===== src/sv/tbs_pkg.sv =====
`timescale 1ns / 1ps
// ----------------------------------------------------------------------------
// tbs_pkg
// Shared types and constants of the text blank-line and trailing-space strip.
// ----------------------------------------------------------------------------
package tbs_pkg;

    localparam int HOLD_DEPTH = 32;
    localparam int ADDR_W     = (HOLD_DEPTH > 1) ? $clog2(HOLD_DEPTH) : 1;
    localparam int CNT_W      = $clog2(HOLD_DEPTH + 1);

    localparam int QUEUE_DEPTH = 2;
    localparam int QPTR_W      = (QUEUE_DEPTH > 1) ? $clog2(QUEUE_DEPTH) : 1;
    localparam int QCNT_W      = $clog2(QUEUE_DEPTH + 1);

    localparam int CFG_IDX_W  = 1;
    localparam int CFG_DATA_W = 8;

    localparam logic [CFG_IDX_W-1:0] CFG_SKIP_COMMENTS = 1'b0;
    localparam logic [CFG_IDX_W-1:0] CFG_COMMENT_CHAR  = 1'b1;

    localparam logic [7:0] COMMENT_CHAR_RESET = 8'd35;

    localparam logic [7:0] LF_BYTE    = 8'h0A;
    localparam logic [7:0] CR_BYTE    = 8'h0D;
    localparam logic [7:0] TAB_BYTE   = 8'h09;
    localparam logic [7:0] SPACE_BYTE = 8'h20;

    // One command per input item that sends anything: an optional paragraph
    // LF, the held whitespace, the item's own byte and an optional closing LF.
    typedef struct packed {
        logic             pre_lf;
        logic [CNT_W-1:0] hcount;
        logic             has_byte;
        logic [7:0]       data;
        logic             post_lf;
        logic             ovf;
    } cmd_t;

    typedef enum logic [2:0] {
        B_IDLE,
        B_PRE,
        B_RD,
        B_HELD,
        B_BYTE,
        B_POST
    } back_state_t;

    function automatic logic is_ws(input logic [7:0] b);
        is_ws = (b == SPACE_BYTE) || (b == TAB_BYTE) || (b == LF_BYTE) || (b == CR_BYTE);
    endfunction

endpackage


===== src/sv/tbs_ram.sv =====
`timescale 1ns / 1ps
// ----------------------------------------------------------------------------
// tbs_ram
// Generic single-write, single-read RAM with a registered read port.
// ----------------------------------------------------------------------------
module tbs_ram #(
    parameter int WIDTH = 8,
    parameter int DEPTH = 32
) (
    input  logic                                       clk,
    input  logic                                       we,
    input  logic [((DEPTH > 1) ? $clog2(DEPTH) : 1)-1:0] waddr,
    input  logic [WIDTH-1:0]                           wdata,
    input  logic                                       re,
    input  logic [((DEPTH > 1) ? $clog2(DEPTH) : 1)-1:0] raddr,
    output logic [WIDTH-1:0]                           rdata
);

    logic [WIDTH-1:0] mem_reg [DEPTH];
    logic [WIDTH-1:0] rdata_reg;

    always_ff @(posedge clk)
    begin
        if (we)
        begin
            mem_reg[waddr] <= wdata;
        end
        if (re)
        begin
            rdata_reg <= mem_reg[raddr];
        end
    end

    assign rdata = rdata_reg;

endmodule


===== src/sv/tbs_front.sv =====
`timescale 1ns / 1ps
// ----------------------------------------------------------------------------
// tbs_front
// Input side: tracks line and paragraph state, holds whitespace in the RAM
// and turns every input beat that sends anything into one output-side command.
// ----------------------------------------------------------------------------
module tbs_front (
    input  logic                           clk,
    input  logic                           rst_n,
    input  logic                           cfg_we,
    input  logic [tbs_pkg::CFG_IDX_W-1:0]  cfg_index,
    input  logic [tbs_pkg::CFG_DATA_W-1:0] cfg_data,
    input  logic                           in_valid,
    output logic                           in_stall,
    input  logic [7:0]                     in_byte,
    input  logic                           in_last,
    output logic                           push,
    output tbs_pkg::cmd_t                  push_cmd,
    input  logic                           q_full,
    output logic                           ram_we,
    output logic [tbs_pkg::ADDR_W-1:0]     ram_waddr,
    output logic [7:0]                     ram_wdata,
    input  logic                           store_release
);

    logic                      skip_reg, skip_next;
    logic [7:0]                cchar_reg, cchar_next;
    logic [tbs_pkg::CNT_W-1:0] held_reg, held_next;
    logic                      at_ls_reg, at_ls_next;
    logic                      cl_reg, cl_next;
    logic                      lht_reg, lht_next;
    logic                      blank_reg, blank_next;
    logic                      any_reg, any_next;
    logic                      ovf_reg, ovf_next;
    logic                      busy_reg, busy_next;

    logic          accept;
    logic          cl_now;
    tbs_pkg::cmd_t cmd;

    // Hold input while the RAM is being drained or the queue has no room.
    assign in_stall = busy_reg || q_full;
    assign accept   = in_valid && !in_stall;

    always_comb
    begin
        skip_next  = skip_reg;
        cchar_next = cchar_reg;
        if (cfg_we)
        begin
            case (cfg_index)
                tbs_pkg::CFG_SKIP_COMMENTS: skip_next  = cfg_data[0];
                tbs_pkg::CFG_COMMENT_CHAR:  cchar_next = cfg_data[7:0];
                default: ;
            endcase
        end
    end

    always_comb
    begin
        held_next  = held_reg;
        at_ls_next = at_ls_reg;
        cl_next    = cl_reg;
        lht_next   = lht_reg;
        blank_next = blank_reg;
        any_next   = any_reg;
        ovf_next   = ovf_reg;
        ram_we     = 1'b0;
        ram_waddr  = held_reg[tbs_pkg::ADDR_W-1:0];
        ram_wdata  = in_byte;
        cmd        = '0;
        cl_now     = cl_reg || (at_ls_reg && skip_reg && (in_byte == cchar_reg));

        if (accept)
        begin
            at_ls_next = 1'b0;
            if (cl_now)
            begin
                cl_next = 1'b1;
                if (in_byte == tbs_pkg::LF_BYTE)
                begin
                    cl_next    = 1'b0;
                    at_ls_next = 1'b1;
                end
            end
            else if (in_byte == tbs_pkg::LF_BYTE)
            begin
                if (lht_reg)
                begin
                    cmd.has_byte = 1'b1;
                    cmd.data     = tbs_pkg::LF_BYTE;
                end
                else
                begin
                    blank_next = 1'b1;
                end
                held_next  = '0;
                lht_next   = 1'b0;
                at_ls_next = 1'b1;
            end
            else if (tbs_pkg::is_ws(in_byte))
            begin
                if (held_reg < tbs_pkg::CNT_W'(tbs_pkg::HOLD_DEPTH))
                begin
                    ram_we    = 1'b1;
                    held_next = held_reg + tbs_pkg::CNT_W'(1);
                end
                else
                begin
                    ovf_next = 1'b1;
                end
            end
            else
            begin
                if (!lht_reg)
                begin
                    cmd.pre_lf = blank_reg && any_reg;
                    blank_next = 1'b0;
                    lht_next   = 1'b1;
                end
                cmd.hcount   = held_reg;
                cmd.has_byte = 1'b1;
                cmd.data     = in_byte;
                held_next    = '0;
                any_next     = 1'b1;
            end

            if (in_last)
            begin
                cmd.post_lf = !at_ls_next && !cl_next && lht_next;
                held_next   = '0;
                at_ls_next  = 1'b1;
                cl_next     = 1'b0;
                lht_next    = 1'b0;
                blank_next  = 1'b0;
                any_next    = 1'b0;
            end
        end
        cmd.ovf = ovf_next;
    end

    // The paragraph LF and held bytes only come with a byte, so this covers all.
    assign push     = accept && (cmd.has_byte || cmd.post_lf);
    assign push_cmd = cmd;

    always_comb
    begin
        busy_next = busy_reg;
        if (store_release)
        begin
            busy_next = 1'b0;
        end
        if (push && (cmd.hcount != '0))
        begin
            busy_next = 1'b1;
        end
    end

    always_ff @(posedge clk or negedge rst_n)
    begin
        if (!rst_n)
        begin
            skip_reg  <= 1'b0;
            cchar_reg <= tbs_pkg::COMMENT_CHAR_RESET;
            held_reg  <= '0;
            at_ls_reg <= 1'b1;
            cl_reg    <= 1'b0;
            lht_reg   <= 1'b0;
            blank_reg <= 1'b0;
            any_reg   <= 1'b0;
            ovf_reg   <= 1'b0;
            busy_reg  <= 1'b0;
        end
        else
        begin
            skip_reg  <= skip_next;
            cchar_reg <= cchar_next;
            held_reg  <= held_next;
            at_ls_reg <= at_ls_next;
            cl_reg    <= cl_next;
            lht_reg   <= lht_next;
            blank_reg <= blank_next;
            any_reg   <= any_next;
            ovf_reg   <= ovf_next;
            busy_reg  <= busy_next;
        end
    end

endmodule


===== src/sv/tbs_cmd_queue.sv =====
`timescale 1ns / 1ps
// ----------------------------------------------------------------------------
// tbs_cmd_queue
// Short FIFO of commands between the input side and the output side.
// ----------------------------------------------------------------------------
module tbs_cmd_queue (
    input  logic          clk,
    input  logic          rst_n,
    input  logic          push,
    input  tbs_pkg::cmd_t push_cmd,
    output logic          full,
    input  logic          pop,
    output tbs_pkg::cmd_t head,
    output logic          empty
);

    tbs_pkg::cmd_t              slot_reg [tbs_pkg::QUEUE_DEPTH];
    logic [tbs_pkg::QPTR_W-1:0] wptr_reg, wptr_next;
    logic [tbs_pkg::QPTR_W-1:0] rptr_reg, rptr_next;
    logic [tbs_pkg::QCNT_W-1:0] cnt_reg, cnt_next;

    assign full  = (cnt_reg == tbs_pkg::QCNT_W'(tbs_pkg::QUEUE_DEPTH));
    assign empty = (cnt_reg == '0);
    assign head  = slot_reg[rptr_reg];

    always_comb
    begin
        wptr_next = wptr_reg;
        rptr_next = rptr_reg;
        cnt_next  = cnt_reg;
        if (push)
        begin
            wptr_next = (wptr_reg == tbs_pkg::QPTR_W'(tbs_pkg::QUEUE_DEPTH - 1)) ?
                        '0 : wptr_reg + tbs_pkg::QPTR_W'(1);
        end
        if (pop)
        begin
            rptr_next = (rptr_reg == tbs_pkg::QPTR_W'(tbs_pkg::QUEUE_DEPTH - 1)) ?
                        '0 : rptr_reg + tbs_pkg::QPTR_W'(1);
        end
        if (push && !pop)
        begin
            cnt_next = cnt_reg + tbs_pkg::QCNT_W'(1);
        end
        else if (pop && !push)
        begin
            cnt_next = cnt_reg - tbs_pkg::QCNT_W'(1);
        end
    end

    always_ff @(posedge clk)
    begin
        if (push)
        begin
            slot_reg[wptr_reg] <= push_cmd;
        end
    end

    always_ff @(posedge clk or negedge rst_n)
    begin
        if (!rst_n)
        begin
            wptr_reg <= '0;
            rptr_reg <= '0;
            cnt_reg  <= '0;
        end
        else
        begin
            wptr_reg <= wptr_next;
            rptr_reg <= rptr_next;
            cnt_reg  <= cnt_next;
        end
    end

endmodule


===== src/sv/tbs_back.sv =====
`timescale 1ns / 1ps
// ----------------------------------------------------------------------------
// tbs_back
// Output side: walks one command at a time, reads held whitespace from the
// RAM and sends the bytes through a registered output stage.
// ----------------------------------------------------------------------------
module tbs_back (
    input  logic                       clk,
    input  logic                       rst_n,
    input  logic                       q_empty,
    input  tbs_pkg::cmd_t              q_head,
    output logic                       pop,
    output logic                       ram_re,
    output logic [tbs_pkg::ADDR_W-1:0] ram_raddr,
    input  logic [7:0]                 ram_rdata,
    output logic                       store_release,
    output logic                       out_valid,
    input  logic                       out_stall,
    output logic [7:0]                 out_byte,
    output logic                       out_last,
    output logic                       ws_overflow
);

    tbs_pkg::back_state_t      state_reg, state_next;
    tbs_pkg::cmd_t             cmd_reg, cmd_next;
    logic [tbs_pkg::CNT_W-1:0] idx_reg, idx_next;

    logic       out_valid_reg, out_valid_next;
    logic [7:0] out_byte_reg;
    logic       out_last_reg;
    logic       ovf_reg;

    logic       slot_free;
    logic       load;
    logic [7:0] ld_byte;
    logic       ld_last;
    logic       held_done;

    assign slot_free = !out_valid_reg || !out_stall;
    assign held_done = (idx_reg == cmd_reg.hcount - tbs_pkg::CNT_W'(1));
    assign ram_raddr = idx_reg[tbs_pkg::ADDR_W-1:0];

    always_comb
    begin
        state_next = state_reg;
        case (state_reg)
            tbs_pkg::B_IDLE:
            begin
                if (!q_empty)
                begin
                    state_next = tbs_pkg::B_PRE;
                end
            end
            tbs_pkg::B_PRE:
            begin
                if (!cmd_reg.pre_lf || slot_free)
                begin
                    state_next = (cmd_reg.hcount != '0) ? tbs_pkg::B_RD : tbs_pkg::B_BYTE;
                end
            end
            tbs_pkg::B_RD:
            begin
                state_next = tbs_pkg::B_HELD;
            end
            tbs_pkg::B_HELD:
            begin
                if (slot_free)
                begin
                    state_next = held_done ? tbs_pkg::B_BYTE : tbs_pkg::B_RD;
                end
            end
            tbs_pkg::B_BYTE:
            begin
                if (!cmd_reg.has_byte || slot_free)
                begin
                    state_next = tbs_pkg::B_POST;
                end
            end
            tbs_pkg::B_POST:
            begin
                if (!cmd_reg.post_lf || slot_free)
                begin
                    state_next = tbs_pkg::B_IDLE;
                end
            end
            default:
            begin
                state_next = tbs_pkg::B_IDLE;
            end
        endcase
    end

    always_comb
    begin
        pop           = 1'b0;
        ram_re        = 1'b0;
        load          = 1'b0;
        ld_byte       = tbs_pkg::LF_BYTE;
        ld_last       = 1'b0;
        store_release = 1'b0;
        cmd_next      = cmd_reg;
        idx_next      = idx_reg;
        case (state_reg)
            tbs_pkg::B_IDLE:
            begin
                if (!q_empty)
                begin
                    pop      = 1'b1;
                    cmd_next = q_head;
                    idx_next = '0;
                end
            end
            tbs_pkg::B_PRE:
            begin
                load = cmd_reg.pre_lf && slot_free;
            end
            tbs_pkg::B_RD:
            begin
                ram_re = 1'b1;
            end
            tbs_pkg::B_HELD:
            begin
                if (slot_free)
                begin
                    load    = 1'b1;
                    ld_byte = ram_rdata;
                    if (held_done)
                    begin
                        // last read done: the input side may refill the RAM
                        store_release = 1'b1;
                    end
                    else
                    begin
                        idx_next = idx_reg + tbs_pkg::CNT_W'(1);
                    end
                end
            end
            tbs_pkg::B_BYTE:
            begin
                load    = cmd_reg.has_byte && slot_free;
                ld_byte = cmd_reg.data;
                ld_last = !cmd_reg.post_lf;
            end
            tbs_pkg::B_POST:
            begin
                load    = cmd_reg.post_lf && slot_free;
                ld_last = 1'b1;
            end
            default: ;
        endcase
    end

    assign out_valid_next = slot_free ? load : out_valid_reg;

    always_ff @(posedge clk)
    begin
        cmd_reg <= cmd_next;
        idx_reg <= idx_next;
        if (load)
        begin
            out_byte_reg <= ld_byte;
            out_last_reg <= ld_last;
        end
    end

    always_ff @(posedge clk or negedge rst_n)
    begin
        if (!rst_n)
        begin
            state_reg     <= tbs_pkg::B_IDLE;
            out_valid_reg <= 1'b0;
            ovf_reg       <= 1'b0;
        end
        else
        begin
            state_reg     <= state_next;
            out_valid_reg <= out_valid_next;
            if (load)
            begin
                ovf_reg <= cmd_reg.ovf;
            end
        end
    end

    assign out_valid   = out_valid_reg;
    assign out_byte    = out_byte_reg;
    assign out_last    = out_last_reg;
    assign ws_overflow = ovf_reg;

endmodule


===== src/sv/text_blank_line_and_trailing_space_strip.sv =====
`timescale 1ns / 1ps
// ----------------------------------------------------------------------------
// text_blank_line_and_trailing_space_strip
// Strips trailing whitespace, collapses blank lines and, when enabled, drops
// comment lines of a byte stream.
// ----------------------------------------------------------------------------
//  channel | direction | handshake            | payload
//  --------+-----------+----------------------+-------------------------------
//  in      | sink      | in_valid / in_stall  | in_byte, in_last
//  out     | source    | out_valid / out_stall| out_byte, out_last, ws_overflow
//  cfg     | sink      | cfg_we               | cfg_index, cfg_data
//
//  An input beat is taken whenever the command queue has room.
//  The output side walks each command: paragraph LF, each held whitespace
//  byte (RAM read, then output load), text byte, closing LF; it sets the rate.
//  Input stalls while held whitespace is being read out of the RAM.
//  Reset is asynchronous and needs no clearing pass; out_stall only holds
//  the output register and backs up the queue.
// ----------------------------------------------------------------------------
module text_blank_line_and_trailing_space_strip (
    input  logic                           clk,
    input  logic                           rst_n,
    input  logic                           cfg_we,
    input  logic [tbs_pkg::CFG_IDX_W-1:0]  cfg_index,
    input  logic [tbs_pkg::CFG_DATA_W-1:0] cfg_data,
    input  logic                           in_valid,
    output logic                           in_stall,
    input  logic [7:0]                     in_byte,
    input  logic                           in_last,
    output logic                           out_valid,
    input  logic                           out_stall,
    output logic [7:0]                     out_byte,
    output logic                           out_last,
    output logic                           ws_overflow
);

    logic                       push;
    tbs_pkg::cmd_t              push_cmd;
    logic                       q_full;
    logic                       pop;
    tbs_pkg::cmd_t              q_head;
    logic                       q_empty;
    logic                       ram_we;
    logic [tbs_pkg::ADDR_W-1:0] ram_waddr;
    logic [7:0]                 ram_wdata;
    logic                       ram_re;
    logic [tbs_pkg::ADDR_W-1:0] ram_raddr;
    logic [7:0]                 ram_rdata;
    logic                       store_release;

    tbs_front u_front (
        .clk           (clk),
        .rst_n         (rst_n),
        .cfg_we        (cfg_we),
        .cfg_index     (cfg_index),
        .cfg_data      (cfg_data),
        .in_valid      (in_valid),
        .in_stall      (in_stall),
        .in_byte       (in_byte),
        .in_last       (in_last),
        .push          (push),
        .push_cmd      (push_cmd),
        .q_full        (q_full),
        .ram_we        (ram_we),
        .ram_waddr     (ram_waddr),
        .ram_wdata     (ram_wdata),
        .store_release (store_release)
    );

    tbs_ram #(
        .WIDTH (8),
        .DEPTH (tbs_pkg::HOLD_DEPTH)
    ) u_held_ram (
        .clk   (clk),
        .we    (ram_we),
        .waddr (ram_waddr),
        .wdata (ram_wdata),
        .re    (ram_re),
        .raddr (ram_raddr),
        .rdata (ram_rdata)
    );

    tbs_cmd_queue u_queue (
        .clk      (clk),
        .rst_n    (rst_n),
        .push     (push),
        .push_cmd (push_cmd),
        .full     (q_full),
        .pop      (pop),
        .head     (q_head),
        .empty    (q_empty)
    );

    tbs_back u_back (
        .clk           (clk),
        .rst_n         (rst_n),
        .q_empty       (q_empty),
        .q_head        (q_head),
        .pop           (pop),
        .ram_re        (ram_re),
        .ram_raddr     (ram_raddr),
        .ram_rdata     (ram_rdata),
        .store_release (store_release),
        .out_valid     (out_valid),
        .out_stall     (out_stall),
        .out_byte      (out_byte),
        .out_last      (out_last),
        .ws_overflow   (ws_overflow)
    );

endmodule


===== config.mk =====
export PLATFORM = sky130hd
export DESIGN_NAME = text_blank_line_and_trailing_space_strip
export DESIGN_NICKNAME = d
export VERILOG_FILES = /design/src/sv/tbs_pkg.sv /design/src/sv/tbs_ram.sv /design/src/sv/tbs_front.sv /design/src/sv/tbs_cmd_queue.sv /design/src/sv/tbs_back.sv /design/src/sv/text_blank_line_and_trailing_space_strip.sv
export SDC_FILE = /design/constraint.sdc
export NUM_CORES = 1
export LEC_CHECK = 0
export BUFFER_PORTS_ARGS = -buffer_cell sky130_fd_sc_hd__clkbuf_2
export CAP_MARGIN = 30
export CORE_MARGIN = 2
export CORE_UTILIZATION = 40
export CTS_CLUSTER_DIAMETER = 40
export DETAILED_ROUTE_END_ITERATION = 10
export PLACE_DENSITY = 0.58
export SYNTH_ARGS = -nofsm -noshare
export SYNTH_HDL_FRONTEND = slang
export SYNTH_SLANG_ARGS = --single-unit

===== constraint.sdc =====
create_clock -name clk -period 2.4 [get_ports clk]
set_input_delay 0.48 -clock clk [delete_from_list [all_inputs] [get_ports clk]]
set_output_delay 0.48 -clock clk [all_outputs]
set_load 0.02 [all_outputs]

---- Word-level counts from Yosys, hierarchy flattened ----
Memories as Yosys holds them, arrays and structs flattened. A register that Yosys moved wholly into a read port is not among the register bits.
Cells that the tools add are included.
word-level totals
  input port bits ......................... 23
  flip-flop bits (word level) ............. 46
  output and inout port bits .............. 12
  memory bits (writable) .................. 292
  logic and storage cells ................. 181
  memories ................................ 2
memories
  memory              words  width  rd ports  clocked after Yosys merged registers in  wr ports  line                 source
  u_held_ram.mem_reg  32     8      1         1                                        1         tbs_ram.sv:19        logic [WIDTH-1:0] mem_reg [DEPTH];
  u_queue.slot_reg    2      18     1         1                                        1         tbs_cmd_queue.sv:17  tbs_pkg::cmd_t slot_reg [tbs_pkg::QUEUE_DEPTH];
operators by class
  bitwise operators ....................... 2
  muxes and demuxes ....................... 78
  $add $sub $neg .......................... 7
  magnitude comparators ................... 1
  reductions and logical operators ........ 48
  eq/ne operators ......................... 24
operators by type and width
  cell                                                                   count
  1-bit two-way mux                                                      49
  6-bit two-way mux                                                      8
  16-bit two-way mux                                                     2
  8-bit by 4-bit equality test with 1-bit output, second input constant  3
  3-bit two-way mux                                                      7
  9-bit two-way mux                                                      2
  3-bit case mux with 6 select lines                                     1
  17-bit two-way mux                                                     1
  8-bit case mux with 2 select lines                                     1
  1-bit logical AND                                                      13
  6-bit by 1-bit adder with 6-bit output, second input constant          2
  2-bit != test, second input constant                                   6
  6-bit case mux with 2 select lines                                     1
  4-bit AND reduction                                                    3
  6-bit nonzero test                                                     2
  1-bit logical NOT                                                      10
  1-bit logical OR                                                       10
  8-bit by 6-bit equality test with 1-bit output, second input constant  1
  8-bit equality test                                                    1
  8-bit two-way mux                                                      1
  2-bit by 1-bit != test with 1-bit output, second input constant        4
  7-bit two-way mux                                                      1
  3-bit by 2-bit equality test with 1-bit output, second input constant  2
  3-bit equality test, second input constant                             2
  other kinds (20)                                                       27

---- Depth between registers and ports, before layout ----
  depth after elaboration ................. 17
  gate-level depth with buffers ........... 10
  mapped depth without buffers ............ 10

---- By module ----
From an unflattened synthesis, not the netlist that was laid out.
second synthesis, totals
  cells, all modules ...................... 787
  area total of the unflattened synthesis .. 15039.4 µm²
modules (own cells, without submodules)
  module         times used  cells each  area an instance (µm²)
  tbs_ram        1           417         10133.5
  tbs_back       1           134         1790.5
  tbs_front      1           164         1580.3
  tbs_cmd_queue  1           72          1535.2

---- Worst setup path before layout ----
OpenSTA, ideal clock, no wires.
  path kind ............................... input -> register
  start point ............................. in in_byte[7]
  end point ............................... mem u_held_ram.mem_reg[13][0] (enable)
  data required time ...................... 2.030 ns
  slack ................................... -0.417 ns
  arrival ................................. 2.447 ns
  stages .................................. 6
  library setup time ...................... 0.370 ns
  path buffers ............................ 0
  cells stage by stage .................... or4_1 > a21oi_4 > nand2_2 > a2111oi_4 > nand2_4 > nor2_1
on the way
  cells in the longest elaborated chain, start to end .. 10
ends and longest elaborated chain
  item                                                                                                                     line                                            source
  start: declaration                                                                                                       text_blank_line_and_trailing_space_strip.sv:28  input logic [7:0] in_byte,
  8-bit by 6-bit equality test with 1-bit output / 8-bit by 4-bit equality test with 1-bit output (equally long branches)  tbs_pkg.sv:50                                   is_ws = (b == SPACE_BYTE) || (b == TAB_BYTE) || (b == LF_BYTE) || (b == CR_BYTE);
  1-bit logical OR (3 in series)                                                                                           tbs_pkg.sv:50
  1-bit two-way mux                                                                                                        tbs_front.sv:101                                else if (tbs_pkg::is_ws(in_byte))
  1-bit two-way mux                                                                                                        tbs_front.sv:86                                 else if (in_byte == tbs_pkg::LF_BYTE)
  1-bit two-way mux (*)                                                                                                    tbs_front.sv:77                                 if (cl_now)
  1-bit two-way mux (*)                                                                                                    tbs_front.sv:74                                 if (accept)
  1-bit two-way mux (*)                                                                                                    tbs_ram.sv:24                                   if (we)
  1-bit two-way mux (implied by the code) (*)                                                                              tbs_ram.sv:26                                   mem_reg[waddr] <= wdata;
  end: declaration                                                                                                         tbs_ram.sv:19
Mark *: on every way between the ends. The rest lies on a longest branch, timed or not.

==> summary.md <==
| Metric | Value |
|---|---|
| Final Cycle Share | 1.01 |
| Violated checks | setup timing |
| Remaining antenna violation count | 0 |
| Sequential fraction of design power | 0.384 |
| Final hold violation count | 0 |
| Bufs on Longest Clock Path | 3 |
| Status | finished, violations left |
| First-pass GRT wire length | 50900 um |
| MaxCap Viol Count | 0 |
| I/O Pins | 35 |
| Final nets | 972 |
| HPWL after detailed placement | 22600 um |
| Vias in the first global route | 7938 |
| Drt first pass iters | 5 |
| Total Wirelength | 33600 um |
| Ant diodes | 0 |
| Share of cells above drive strength 1 | 0.418 |
| Clk Latency, worst-skew pair | 0.55 ns |
| Ys flop type | edfxtp_1 |
| CTS clk-pin slew, worst paths | 0.05 ns |
| P_leak | 6.27 nW |
| Largest net degree at the start of global routing | 33 |
| HP Class | in -> async |
| Min Hold Slack | 0.0245 ns |
| RSZ-0062 raised after global routing | true |
| Synth Area in XOR/XNOR | 0.0142 |
| Post-Synthesis Cells | 771 |
| Synth Area in Compound Gates | 0.0289 |
| Fmax | 414 MHz |
| Die width | 196 um |
| Slew margin rel. | 0.457 |
| Clock share of power | 0.334 |
| Internal Pwr Total | 0.0149 W |
| CTS Buf Count | 47 |
| GP Congestion | 0.811 |
| Post-Syn Area | 14800 um2 |
| Sw Ratio | 0.287 |
| Synth Register Bits | 364 |
| H-tree depth | 2 |
| Initial Util | 0.405 |
| Die Y | 196 um |
| Critical path's slowest cell | mux4_2 |
| Post-Synth Simple-Gate Area | 0.0535 |
| Clock root buffer | clkbuf_16 |
| # DRC | 0 |
| WL/cell | 23.2 um |
| Critical path capture point type | flop |
| WP data required | 2.68 ns |
| Worst setup margin | -0.0173 ns |
| Minimum clock period | 2.42 ns |
| Post-synthesis adder-cell area fraction | 0.00594 |
| Crit path max-delay family | multiplexers |
| Setup crit start kind | flop |
| Crit path max fanout | 11 |
| Kind of critical path | reg -> reg |
| Worst path arrival time | 2.70 ns |
| Crit path cell chain | buf_12, buf_12, mux4_2, mux4_2, mux2_2 |
| Synth async-reset ratio | 0.0852 |
| CP peak stage delay | 0.55 ns |
| Max IR drop VDD | 0.000578 V |
| Mux cell area share after synthesis | 0.151 |
| Syn. warnings | 0 |
| Via count | 7686 |
| Placed instance area | 16500 um2 |
| Max reg flops | 256 |
| Combinational power share | 0.282 |
| Yosys cell types | 67 |
| Initial antenna violation count | 0 |
| Net Sw Power | 0.00599 W |
| Final setup viols | 1 |
| Slew Viols, Final | 0 |
| # port buffers | 34 |
| Reg2reg setup slack | -0.02 ns |
| Std cell rows | 70 |
| Clock skew | 0.0169 ns |
| CTS tree | yes |
| Pwr per Cell Area | 1150 nW/um2 |
| Sequential fraction of the synthesis area | 0.731 |
| Area delta synth->final | 23.2% |
| Via/cell ratio | 5.32 |
| Post-synth EDFFs | 333 |
| Iter 0 DRT Violations | 670 |
| Actual slew at the worst max-slew pin | 0.814 ns |
| GRT Util Overall | 0.181 |
| Net Count, Synth | 801 |
| CORE AREA | 36400 um2 |
| # fillers | 2995 |
| Average footprint of a synthesized cell | 19.1 um2 |
| CTS Sinks | 364 |
| Die Area | 38400 um2 |
| CP Buf/Inv Count | 2 |
| Cell area after layout | 18200 um2 |
| Largest family of logic cells by synthesized area | multiplexers |
| Grt total ovfl | 0 |
## final cells by class
type	count	area, um2	share of cell area
well taps	468	586	0.0322
inverters	20	75.1	0.00413
repair buffers	154	1230	0.0679
multi-input cells	355	3920	0.216
flip-flops and latches	364	10800	0.593
clock inverters	32	327	0.0180
clock buffers	53	1260	0.0694
## through the flow
stage          cells  setup TNS, ns  total power (W)  setup slack (ns)   util
6_report        1446        -0.0173           0.0209           -0.0173  0.499
2_1_floorplan    771         -90.93           0.0118            -0.367      -
3_5_place_dp    1354        -126.96           0.0139            -0.499  0.452
3_3_place_gp    1354        -120.87           0.0139            -0.468  0.452
4_1_cts         1440       -0.00304           0.0209          -0.00174  0.496
5_1_grt         1446         -0.192           0.0218           -0.0411  0.499
## power by group through the flow
| stage | combinational, W | sequential [W] | clock [W] |
|---|---|---|---|
| 2_1_floorplan | 0.00355 | 0.00820 | 0 |
| 3_3_place_gp | 0.00571 | 0.00815 | 0 |
| 3_5_place_dp | 0.00573 | 0.00817 | 0 |
| 4_1_cts | 0.00580 | 0.00804 | 0.00710 |
| 5_1_grt | 0.00631 | 0.00809 | 0.00739 |
| 6_report | 0.00589 | 0.00803 | 0.00698 |
## worst register-to-register path: stages (launching register included)
cell and delay (ns):
edfxtp_1 0.37, buf_12 0.19, buf_12 0.16, mux4_2 0.55
mux4_2 0.55, mux2_2 0.33
## synthesized netlist by cell type, types with 3 or more instances
library cell | n | area share
nand4_1 | 4 | 0.0017
nor2_1 | 60 | 0.015
or4_1 | 5 | 0.0025
and2_1 | 5 | 0.0021
a211oi_1 | 3 | 0.0015
nand3_1 | 14 | 0.0047
and3_1 | 8 | 0.0034
nand2_4 | 4 | 0.0031
nand3b_1 | 4 | 0.0020
mux2_2 | 36 | 0.027
o31ai_1 | 4 | 0.0020
mux4_2 | 80 | 0.12
a22o_1 | 7 | 0.0042
dfrtp_1 | 27 | 0.046
ha_1 | 7 | 0.0059
buf_2 | 7 | 0.0024
a21oi_1 | 8 | 0.0027
nand2_1 | 18 | 0.0046
dfstp_2 | 4 | 0.0071
nor3_1 | 6 | 0.0020
nor2b_1 | 7 | 0.0030
buf_4 | 4 | 0.0020
o21ai_0 | 10 | 0.0034
inv_1 | 17 | 0.0043
edfxtp_1 | 333 | 0.68
clkbuf_1 | 18 | 0.0046
xnor2_1 | 10 | 0.0059
xor2_1 | 14 | 0.0083
## cell families after synthesis
kind of cell,Yosys count
multiplexers,118
flip-flops,364
AO/OA/AOI/OAI,55
buffers and inverters,52
XOR/XNOR,24
AND/OR/NAND/NOR,151
adder cells (fa/ha/maj),7
## worst paths after layout
path / from / end / cells past startpoint
max: u_back.idx_reg[0] / u_held_ram.rdata[3] / 5
min: rst_n / u_back.state_reg[2] / 1
max reg2reg: u_back.idx_reg[0] / u_held_ram.rdata[3] / 5
min reg2reg: u_back.cmd_reg[0] / u_back.ws_overflow / 1
max in group asynchronous: rst_n / u_front.cl_reg / 1
min in group clk: cfg_data[2] / u_front.cchar_reg[2] / 2
## timing repair
action,in CTS,in global routing
pin swaps,0,2
resized for setup,3,6
cloned,0,1
hold buffers,0,0
setup endpoints to repair,121,27
buffers inserted,1,4
## layer usage
metal	vias to the layer above	share of wire	wire [um]	track usage
li1	3454	-	-	-
met1	3926	0.44	14900	0.256
met2	236	0.46	15500	0.274
met3	70	0.061	2030	0.0380
met4	0	0.036	1200	0.0744
met5	-	0	0	0
## cell usage in the layout (no fill, tap or decap), drive strengths merged, types with 4 or more instances in the layout
| cell type | count |
|---|---|
| or4 | 5 |
| mux2 | 36 |
| a21oi | 9 |
| nor2 | 60 |
| mux4 | 80 |
| o21ai | 10 |
| buf | 119 |
| clkinv | 14 |
| and3 | 10 |
| nor3 | 7 |
| nand3b | 4 |
| nand4 | 4 |
| a22o | 7 |
| dfrtp | 27 |
| dfstp | 4 |
| nand2 | 23 |
| clkinvlp | 4 |
| clkbuf | 88 |
| xor2 | 14 |
| nand3 | 14 |
| and2 | 5 |
| edfxtp | 333 |
| inv | 31 |
| nor2b | 7 |
| o31ai | 4 |
| xnor2 | 10 |
| ha | 7 |
No activity file was read; power rests on OpenSTA's default activity.
